==> src/rtl/oss_pkg.sv <==
package oss_pkg;

  // Item kinds carried on the kind field
  typedef enum logic [1:0] {
    KIND_BUFFER = 2'd0,
    KIND_SCAN   = 2'd1,
    KIND_TICK   = 2'd2,
    KIND_UNUSED = 2'd3
  } kind_e;

  // Configuration register indexes
  typedef enum logic [2:0] {
    CFG_STOP_LEVEL  = 3'd0,
    CFG_CLEAR_LEVEL = 3'd1,
    CFG_CLEAR_LIMIT = 3'd2,
    CFG_CALM_NEEDED = 3'd3,
    CFG_SLEEP_SECS  = 3'd4,
    CFG_SCAN_RATE   = 3'd5
  } cfg_idx_e;

  localparam int unsigned LevelW    = 15;
  localparam int unsigned CountW    = 16;
  localparam int unsigned RateW     = 10;
  localparam int unsigned IntervalW = 24;
  localparam int unsigned CfgDataW  = 16;
  localparam int unsigned ProductW  = IntervalW + RateW;

  // Saturating increment of a 16 bit counter
  function automatic logic [CountW-1:0] sat_inc16(input logic [CountW-1:0] v);
    logic [CountW-1:0] r;
    if (v == {CountW{1'b1}}) begin
      r = v;
    end else begin
      r = v + 1'b1;
    end
    return r;
  endfunction

endpackage

==> src/rtl/overload_stop_supervisor.sv <==
// Channel  | Handshake                 | Payload
// ---------+---------------------------+----------------------------------------------
// input    | in_valid_i / in_ready_o   | kind_i, buffer_level_i, scan_interval_i
// result   | out_valid_o / out_ready_i | motion_*, clear_request_o, stage_*, status
// config   | cfg_we_i (no wait)        | cfg_idx_i, cfg_wdata_i
//
// One transaction per clock sustained while results are taken; a result is offered
// once its transaction has passed the input register, then the result register, and
// can be taken at the next edge. All decisions are made in the single combinational
// step between those two registers; the scan-rate check uses one 24x10 multiply there.
// Reset (rst_ni low, asynchronous) clears the state flags, counters and valid bits and
// loads the register defaults. A stalled result holds; the input register keeps
// accepting while it is empty or the result register is free or being drained.
module overload_stop_supervisor
  import oss_pkg::*;
#(
  parameter int unsigned TICKS_PER_SECOND = 1000000
) (
  input  logic                  clk_i,
  input  logic                  rst_ni,
  // configuration write port
  input  logic                  cfg_we_i,
  input  logic [2:0]            cfg_idx_i,
  input  logic [CfgDataW-1:0]   cfg_wdata_i,
  // input channel
  input  logic                  in_valid_i,
  output logic                  in_ready_o,
  input  logic [1:0]            kind_i,
  input  logic signed [15:0]    buffer_level_i,
  input  logic [IntervalW-1:0]  scan_interval_i,
  // result channel
  output logic                  out_valid_o,
  input  logic                  out_ready_i,
  output logic                  motion_cmd_valid_o,
  output logic                  motion_go_o,
  output logic                  clear_request_o,
  output logic                  stage_cmd_valid_o,
  output logic                  stage_sleep_o,
  output logic                  motion_stopped_o,
  output logic                  stage_asleep_o,
  output logic [CountW-1:0]     clears_so_far_o
);

  localparam logic [ProductW-1:0] TicksLimit = ProductW'(TICKS_PER_SECOND);

  // configuration registers
  logic [LevelW-1:0] stop_level_q, clear_level_q;
  logic [CountW-1:0] clear_limit_q, calm_needed_q, sleep_secs_q;
  logic [RateW-1:0]  scan_rate_q;

  // supervisor state
  logic              stopped_q, stopped_d;
  logic              overload_q, overload_d;
  logic              slow_scan_q, slow_scan_d;
  logic              sleeping_q, sleeping_d;
  logic [CountW-1:0] clear_cnt_q, clear_cnt_d;
  logic [CountW-1:0] calm_cnt_q, calm_cnt_d;
  logic [CountW-1:0] elapsed_q, elapsed_d;

  // input register
  logic                 s1_valid_q;
  logic [1:0]           s1_kind_q;
  logic signed [15:0]   s1_level_q;
  logic [IntervalW-1:0] s1_interval_q;

  // result register
  logic              out_valid_q;
  logic              mvalid_q, mvalid_d;
  logic              mgo_q, mgo_d;
  logic              clr_q, clr_d;
  logic              svalid_q, svalid_d;
  logic              ssleep_q, ssleep_d;

  logic              advance;
  logic [ProductW-1:0] product;
  logic              slow;
  logic              at_stop, at_clear;

  assign advance    = s1_valid_q && (!out_valid_q || out_ready_i);
  assign in_ready_o = !s1_valid_q || advance;

  // configuration writes
  always_ff @(posedge clk_i or negedge rst_ni) begin
    if (!rst_ni) begin
      stop_level_q  <= LevelW'(100);
      clear_level_q <= LevelW'(200);
      clear_limit_q <= CountW'(3);
      calm_needed_q <= CountW'(10);
      sleep_secs_q  <= CountW'(60);
      scan_rate_q   <= RateW'(5);
    end else if (cfg_we_i) begin
      unique case (cfg_idx_i)
        CFG_STOP_LEVEL:  stop_level_q  <= cfg_wdata_i[LevelW-1:0];
        CFG_CLEAR_LEVEL: clear_level_q <= cfg_wdata_i[LevelW-1:0];
        CFG_CLEAR_LIMIT: clear_limit_q <= cfg_wdata_i;
        CFG_CALM_NEEDED: calm_needed_q <= cfg_wdata_i;
        CFG_SLEEP_SECS:  sleep_secs_q  <= cfg_wdata_i;
        CFG_SCAN_RATE:   scan_rate_q   <= cfg_wdata_i[RateW-1:0];
        default: ;
      endcase
    end
  end

  // input register
  always_ff @(posedge clk_i or negedge rst_ni) begin
    if (!rst_ni) begin
      s1_valid_q <= 1'b0;
    end else if (in_ready_o) begin
      s1_valid_q <= in_valid_i;
    end
  end

  always_ff @(posedge clk_i) begin
    if (in_ready_o && in_valid_i) begin
      s1_kind_q     <= kind_i;
      s1_level_q    <= buffer_level_i;
      s1_interval_q <= scan_interval_i;
    end
  end

  // level and scan-rate compares
  assign at_stop  = s1_level_q >= $signed({1'b0, stop_level_q});
  assign at_clear = s1_level_q >= $signed({1'b0, clear_level_q});
  assign product  = ProductW'(s1_interval_q) * ProductW'(scan_rate_q);
  assign slow     = product > TicksLimit;

  // decision logic for the item in the input register
  always_comb begin
    stopped_d   = stopped_q;
    overload_d  = overload_q;
    slow_scan_d = slow_scan_q;
    sleeping_d  = sleeping_q;
    clear_cnt_d = clear_cnt_q;
    calm_cnt_d  = calm_cnt_q;
    elapsed_d   = elapsed_q;
    mvalid_d    = 1'b0;
    mgo_d       = 1'b0;
    clr_d       = 1'b0;
    svalid_d    = 1'b0;
    ssleep_d    = 1'b0;

    unique case (kind_e'(s1_kind_q))
      KIND_BUFFER: begin
        if (at_stop) begin
          calm_cnt_d = '0;
          if (!overload_q && !stopped_q) begin
            mvalid_d   = 1'b1;
            overload_d = 1'b1;
            stopped_d  = 1'b1;
          end
          if (at_clear && overload_d && !sleeping_q) begin
            clear_cnt_d = sat_inc16(clear_cnt_q);
            clr_d       = 1'b1;
            if (clear_cnt_d >= clear_limit_q) begin
              svalid_d   = 1'b1;
              ssleep_d   = 1'b1;
              sleeping_d = 1'b1;
              elapsed_d  = '0;
            end
          end
        end else begin
          calm_cnt_d = sat_inc16(calm_cnt_q);
        end
        // a long enough calm run lifts an overload stop
        if (calm_cnt_d >= calm_needed_q && overload_d && stopped_d) begin
          clear_cnt_d = '0;
          mvalid_d    = 1'b1;
          mgo_d       = 1'b1;
          overload_d  = 1'b0;
          stopped_d   = 1'b0;
        end
      end
      KIND_SCAN: begin
        if (slow && !slow_scan_q && !stopped_q) begin
          mvalid_d    = 1'b1;
          slow_scan_d = 1'b1;
          stopped_d   = 1'b1;
        end else if (!slow && slow_scan_q && stopped_q) begin
          mvalid_d    = 1'b1;
          mgo_d       = 1'b1;
          slow_scan_d = 1'b0;
          stopped_d   = 1'b0;
        end
      end
      KIND_TICK: begin
        if (sleeping_q) begin
          if (elapsed_q >= sleep_secs_q) begin
            svalid_d    = 1'b1;
            sleeping_d  = 1'b0;
            clear_cnt_d = '0;
          end else begin
            elapsed_d = sat_inc16(elapsed_q);
          end
        end
      end
      default: ;
    endcase
  end

  // state and result valid
  always_ff @(posedge clk_i or negedge rst_ni) begin
    if (!rst_ni) begin
      stopped_q   <= 1'b0;
      overload_q  <= 1'b0;
      slow_scan_q <= 1'b0;
      sleeping_q  <= 1'b0;
      clear_cnt_q <= '0;
      calm_cnt_q  <= '0;
      elapsed_q   <= '0;
      out_valid_q <= 1'b0;
    end else begin
      if (advance) begin
        stopped_q   <= stopped_d;
        overload_q  <= overload_d;
        slow_scan_q <= slow_scan_d;
        sleeping_q  <= sleeping_d;
        clear_cnt_q <= clear_cnt_d;
        calm_cnt_q  <= calm_cnt_d;
        elapsed_q   <= elapsed_d;
        out_valid_q <= 1'b1;
      end else if (out_ready_i) begin
        out_valid_q <= 1'b0;
      end
    end
  end

  // result payload
  always_ff @(posedge clk_i) begin
    if (advance) begin
      mvalid_q <= mvalid_d;
      mgo_q    <= mgo_d;
      clr_q    <= clr_d;
      svalid_q <= svalid_d;
      ssleep_q <= ssleep_d;
    end
  end

  assign out_valid_o        = out_valid_q;
  assign motion_cmd_valid_o = mvalid_q;
  assign motion_go_o        = mgo_q;
  assign clear_request_o    = clr_q;
  assign stage_cmd_valid_o  = svalid_q;
  assign stage_sleep_o      = ssleep_q;
  // status fields track the state after the item last moved into the result register
  assign motion_stopped_o   = stopped_q;
  assign stage_asleep_o     = sleeping_q;
  assign clears_so_far_o    = clear_cnt_q;

endmodule

==> config.mk <==
export PLATFORM = sky130hd
export DESIGN_NAME = overload_stop_supervisor
export DESIGN_NICKNAME = d
export VERILOG_FILES = /design/src/rtl/oss_pkg.sv /design/src/rtl/overload_stop_supervisor.sv
export SDC_FILE = /design/constraint.sdc
export NUM_CORES = 1
export LEC_CHECK = 0
export ABC_AREA = 0
export BUFFER_PORTS_ARGS = -buffer_cell sky130_fd_sc_hd__buf_2
export CAP_MARGIN = 25
export CORE_ASPECT_RATIO = 1.1
export CORE_UTILIZATION = 25
export CTS_CLUSTER_DIAMETER = 100
export DETAILED_ROUTE_END_ITERATION = 6
export GPL_TIMING_DRIVEN = 0
export PLACE_DENSITY = 0.4
export SLEW_MARGIN = 0
export SYNTH_ARGS = -nofsm -noshare
export SYNTH_HDL_FRONTEND = slang
export SYNTH_SLANG_ARGS = --single-unit
==> constraint.sdc <==
create_clock -name clk_i -period 7.3 [get_ports clk_i]
set_clock_uncertainty 0.2 [all_clocks]
set_input_delay 0.73 -clock clk_i [delete_from_list [all_inputs] [get_ports clk_i]]
set_output_delay 0.73 -clock clk_i [all_outputs]
set_load 0.05 [all_outputs]
**Yosys cells after proc, flatten, opt, wreduce, memory -nomap -nowiden**

Index checks and enable logic that the tools add are counted.
W data, S select, Z words.

- Bits in registers: 189
- Bits in latches: 0
- Bits in writable memories: 0
- ROM bits: 0
- Bits of input ports: 66
- Output and inout bits: 25
- Memories: 0

- Add/sub/neg operators: 3
- $mul: 1
- Div/mod/pow operators: 0
- Magnitude comparators: 6
- Equality and inequality tests: 20
- Shift-type cells: 0
- Multiplexer cells: 57
- Bitwise operators: 0
- Reduce and logical (&&, ||, !) cells: 39

Operator list:

| cell | count |
|---|---|
| $mux W16 | 18 |
| $ge A16 B16 Y1 | 5 |
| $pmux W16 S2 | 2 |
| $add A16 B1 Y16 const B | 3 |
| $eq A16 B16 Y1 const B | 3 |
| $gt A34 B20 Y1 const B | 1 |
| $mul A24 B10 Y34 | 1 |
| $mux W1 | 32 |
| $reduce_and A2 Y1 | 8 |
| $ne A2 B2 Y1 const B | 7 |
| $logic_and A1 B1 Y1 | 11 |
| $pmux W1 S2 | 5 |
| $ne A3 B3 Y1 const B | 3 |
| $reduce_and A8 Y1 | 1 |
| $reduce_bool A2 Y1 | 4 |
| $logic_not A1 Y1 | 7 |
| $eq A3 B2 Y1 const B | 2 |
| $eq A3 B3 Y1 const B | 2 |
| $reduce_and A3 Y1 | 2 |
| $reduce_and A6 Y1 | 1 |
| $reduce_and A5 Y1 | 1 |
| $eq A3 B1 Y1 const B | 1 |
| $logic_not A3 Y1 | 1 |
| $eq A2 B1 Y1 const B | 1 |
| other kinds (3) | 4 |

**Logic depth before layout (Yosys ltp)**

- Depth after elaboration: 15
- Depth in mapped cells: 25
- Mapped depth without buffers: 22

**Worst setup path before layout**

No wires, ideal clock.

- Kind: flip-flop to flip-flop
- From: reg scan_rate_q[2]
- To: reg mvalid_q (netlist: motion_cmd_valid_o), data pin
- Arrival: 6.354 ns
- Path slack: 0.493 ns
- Cell stages (with the launch flop): 23
- Path buffers: 2
- Period minus slack after synthesis: 6.807 ns
- Cell sequence: dfstp_2 > clkbuf_1 > nand2_1 > fa_1 > inv_1 > fa_1 > fa_1 > fa_1 > inv_1 > fa_1 > inv_1 > ha_1 > buf_6 > and4_1 > nand4_1 > or4b_4 > a31oi_4 > o41ai_2 > nand3b_4 > a2111o_1 > or4_4 > mux2_4 > o21ai_2

- Word-level cells in the longest chain between the ends: 8
- Elaborated cells between the ends (all ways): 10

RTL lines:

| item | line | source |
|---|---|---|
| from (decl) | overload_stop_supervisor.sv:49 | `logic [RateW-1:0] scan_rate_q;` |
| from (signal assigned) | overload_stop_supervisor.sv:90 | `scan_rate_q <= RateW'(5);` |
| from (signal assigned) | overload_stop_supervisor.sv:98 | `CFG_SCAN_RATE: scan_rate_q <= cfg_wdata_i[RateW-1:0];` |
| $mul A24 B10 Y34 (*) | overload_stop_supervisor.sv:124 | `assign product = ProductW'(s1_interval_q) * ProductW'(scan_rate_q);` |
| $gt A34 B20 Y1 (*) | overload_stop_supervisor.sv:125 | `assign slow = product > TicksLimit;` |
| $logic_not A1 Y1 | overload_stop_supervisor.sv:178 | `end else if (!slow && slow_scan_q && stopped_q) begin` |
| $logic_and A1 B1 Y1 (2 in series) | overload_stop_supervisor.sv:178 |  |
| $mux W1 | overload_stop_supervisor.sv:178 |  |
| $mux W1 (*) | overload_stop_supervisor.sv:174 | `if (slow && !slow_scan_q && !stopped_q) begin` |
| $pmux W1 S2 (*) | overload_stop_supervisor.sv:142 | `unique case (kind_e'(s1_kind_q))` |
| net mvalid_d | overload_stop_supervisor.sv:68 | `logic mvalid_q, mvalid_d;` |
| to (signal assigned) | overload_stop_supervisor.sv:230 | `mvalid_q <= mvalid_d;` |
| to (decl) | overload_stop_supervisor.sv:68 |  |

Mark *: on every way through the listed nets, which the timed path passes. The rest lies on a longest branch.
A chain may end at the register's enable or synchronous reset.

**Final worst setup path**

Ends and elaborated chain as after synthesis.

==> results.md <==
- Status: complete, no violations
- # DRC: 0
- Crit path largest cell delay: 0.60 ns
- Clock net sink count: 189
- Sequential area share after synthesis: approximately 28%
- Global-route wire length before repair: 85800 um
- Max-Cap Viols: 0
- Required @ worst endpoint: 7.41 ns
- Post-synth top area cell: fa_1
- Crit start category: register
- Vias/cell: ~4.6
- WP buf/inv: 4
- Ys async rst share: between 70% and 80%
- Io pins: slightly above 90
- Pre-antenna DRT Iters: 4
- Crit path cell chain: clkbuf_8, nand2_1, fa_1, inv_1, fa_1, fa_1, fa_1, inv_1, fa_1, inv_1, ha_4, and4_4, nand4_1, or4b_4, a31oi_4, o41ai_4, xnor2_1, a2111o_1, or4_4, mux2_4, o21ai_2
- Hold WS: 0.0352 ns
- Fin Setup TNS: 0 ns
- Post-synth top flop: dfrtp_1
- Max frequency: about 0.14 GHz
- Hold-fix buffers, CTS: 0
- Final period utilization: 97.2%
- Synth unique cells: 78
- CP endpoint kind: register
- CP max stage cell: dfstp_2
- GRT Overall Usage: 15.3%
- Die W: 257 um
- Final ANT Viol Nets: 0
- Max Buffers Root-to-Sink: 2
- Critical Path AT: 7.21 ns
- Die Area: between 0.07 and 0.08 mm2
- # fillers: roughly 7500
- CP dominant cell by count: fa_1
- Hold Fails Final Rpt: 0
- Syn nets: between 2000 and 2500
- Cell Area, Placed: between 0.015 and 0.02 mm2
- Reg clk slew, reported paths: roughly 0.07 ns
- Largest net degree at the start of global routing: approximately 90
- Post-synth EDFFs: between 40 and 50
- Routed WL: 53300 um
- Top cell type's share of synthesized area: 19.4%
- Hold Crit Class: in -> async
- Skew-Pair Late Insertion Delay: 0.46 ns
- Tightest Pin Transition: approximately 0.90 ns
- Core area: 0.0707 mm2
- Share of layout cells above drive strength 1: 14.2%
- Initial drt markers: approximately 750
- CTS Buf Count: 17
- Flops & latches, synth: 189
- Endpoints failing setup: 0
- Area grow syn2layout: 15.7%
- Critical path fanouts, max: 7
- FP Rows: slightly above 100
- Die span in y: 283 um
- RSZ-0062 raised after global routing: false
- PortBufs: 90
- RD Place Congestion: between 0.7 and 0.8
- Setup CP Type: reg -> reg
- Syn Area/Cell: 9.30 um2
- Clk root buf: clkbuf_16
- Post-DP HPWL: 41900 um
- Cells after DPL: 2957
- YS warnings: 0
- Initial antenna violation count: 3
- Layout Cell Area excl Fill: 0.0207 mm2
- H-tree levels: 4
- Fin. max-slew vios: 0
- Largest cells by area after synthesis: fa_1 19%, dfrtp_1 18%, ha_1 10%
- Routed len/inst: 17.7 um
- TritonCTS clock tree: done
- Final net count: between 2000 and 2500
- Cell Area, Synth: 0.0179 mm2
- Largest delay share family, worst path: adder cells
- Initial cell density of the core: between 20% and 30%
- Synth Instances: between 1500 and 2000
- Final std cells w/o fill: 3012
- Total gr overflow: 0
- Ant. Diodes: 0
- Vias: approximately 14000
- Vias in the first global route: ~15000
- Final min period: a little over 7 ns
- Rel. slew slack: approximately two fifths
[metrics by stage]
stage | utilization (%) | setup slack (ns)
final | 29.3 | 0.206
after detailed placement | 27.7 | -0.589
after global routing | 29.3 | 0.00350
after floorplan | - | 0.493
after CTS | 29.2 | 0.00498
after global placement | 27.7 | -0.647
[state kept, by name, summed over array words and instances, names as in the netlist, 16 cells and up]
signal / cells
s1_interval_q: 24
calm_needed_q: 16
elapsed_q: 16
calm_cnt_q: 16
sleep_secs_q: 16
clears_so_far_o: 16
clear_limit_q: 16
s1_level_q: 16
[cell usage in the layout, fill, tap and decap left out, drive strengths merged, types with 37 or more instances in the layout]
| cell type | Yosys | final |
|---|---|---|
| edfxtp | 47 | 47 |
| nand3 | 38 | 38 |
| a21o | 37 | 37 |
| inv | 262 | 266 |
| a21oi | 71 | 71 |
| buf | 14 | 144 |
| ha | 150 | 150 |
| nor2 | 65 | 65 |
| fa | 174 | 174 |
| and2 | 118 | 118 |
| dfrtp | 126 | 126 |
| clkbuf | 69 | 76 |
| o21ai | 108 | 108 |
| nand2 | 276 | 276 |
[path summary, 6_finish.rpt]
path	depth (start not counted)	start	slack (ns)	to
setup reg to reg	21	scan_rate_q[2]	0.21	motion_cmd_valid_o
min in group clk_i	1	scan_interval_i[3]	0.24	s1_interval_q[3]
hold reg to reg	1	calm_cnt_q[9]	0.29	calm_cnt_q[9]
setup / recovery	21	scan_rate_q[2]	0.21	motion_cmd_valid_o
hold / removal	1	rst_ni	0.04	clears_so_far_o[7]
max in group asynchronous	2	rst_ni	5.95	sleep_secs_q[5]
[worst register-to-register path, stage by stage (launching register included)]
cell and delay [ns]:
dfstp_2 0.60, clkbuf_8 0.19, nand2_1 0.08, fa_1 0.50
inv_1 0.05, fa_1 0.47, fa_1 0.50, fa_1 0.54
inv_1 0.08, fa_1 0.54, inv_1 0.07, ha_4 0.31
and4_4 0.24, nand4_1 0.13, or4b_4 0.55, a31oi_4 0.29
o41ai_4 0.11, xnor2_1 0.16, a2111o_1 0.37, or4_4 0.56
mux2_4 0.34, o21ai_2 0.06
[synthesized netlist by cell type, types with 6 or more instances]
master	instances
nand2_1	276
inv_1	262
fa_1	174
ha_1	150
dfrtp_1	126
and2_1	117
o21ai_0	106
a21oi_1	71
clkbuf_1	69
nor2_1	65
edfxtp_1	47
nand3_1	38
a21o_1	37
mux2_2	35
nand4_1	28
o211ai_1	26
nor3_1	23
nand2b_1	20
xor2_1	19
xnor2_1	18
and3_1	16
dfstp_2	16
o22a_1	14
a211oi_1	13
o31ai_1	12
a22o_1	11
nor2b_1	9
buf_1	8
nor3b_1	8
or3_1	8
mux2i_1	7
or2_2	7
a31oi_1	6
nor4_1	6
[per-layer routing]
metal / up-vias / wire [um] / track usage (%)
li1: 6697 / - / -
met1: 6998 / 23200 / 18.7
met2: 221 / 27500 / 28.0
met3: 55 / 1240 / 1.61
met4: 2 / 1260 / 4.73
met5: - / 8 / 0
[logic make-up (layout without fill, tap and decap cells)]
family | Yosys count | count (layout) | share of synthesized area, %
adders and majority gates | 324 | 324 | 29.9
xor gates and xnor gates | 37 | 37 | 1.81
DFF | 189 | 189 | 27.8
buffers and inverters | 347 | 494 | 7.51
muxes | 43 | 43 | 2.67
and+or+nand+nor | 643 | 643 | 17.7
AOI/OAI and AO/OA | 346 | 346 | 12.6
[final cells by class]
| type | instances | area, um2 | area share, % |
|---|---|---|---|
| plain buffers | 63 | 398 | 1.92 |
| flip-flops and latches | 189 | 4990 | 24.1 |
| multi-input cells | 1393 | 11700 | 56.5 |
| repair buffers | 136 | 898 | 4.33 |
| inverters | 263 | 987 | 4.76 |
| well taps | 936 | 1170 | 5.65 |
| clock buffers | 22 | 498 | 2.40 |
| clock inverters | 10 | 75.1 | 0.362 |
[timing repair]
item	4_1_cts	5_1_grt
gates resized for setup	66	16
setup endpoints to repair	4	4
setup buffers	36	6
pin swaps	22	13
Power is left out: the tool's default activity adds up to more than one toggle a clock period on the data nets, which glitch-free logic cannot reach.
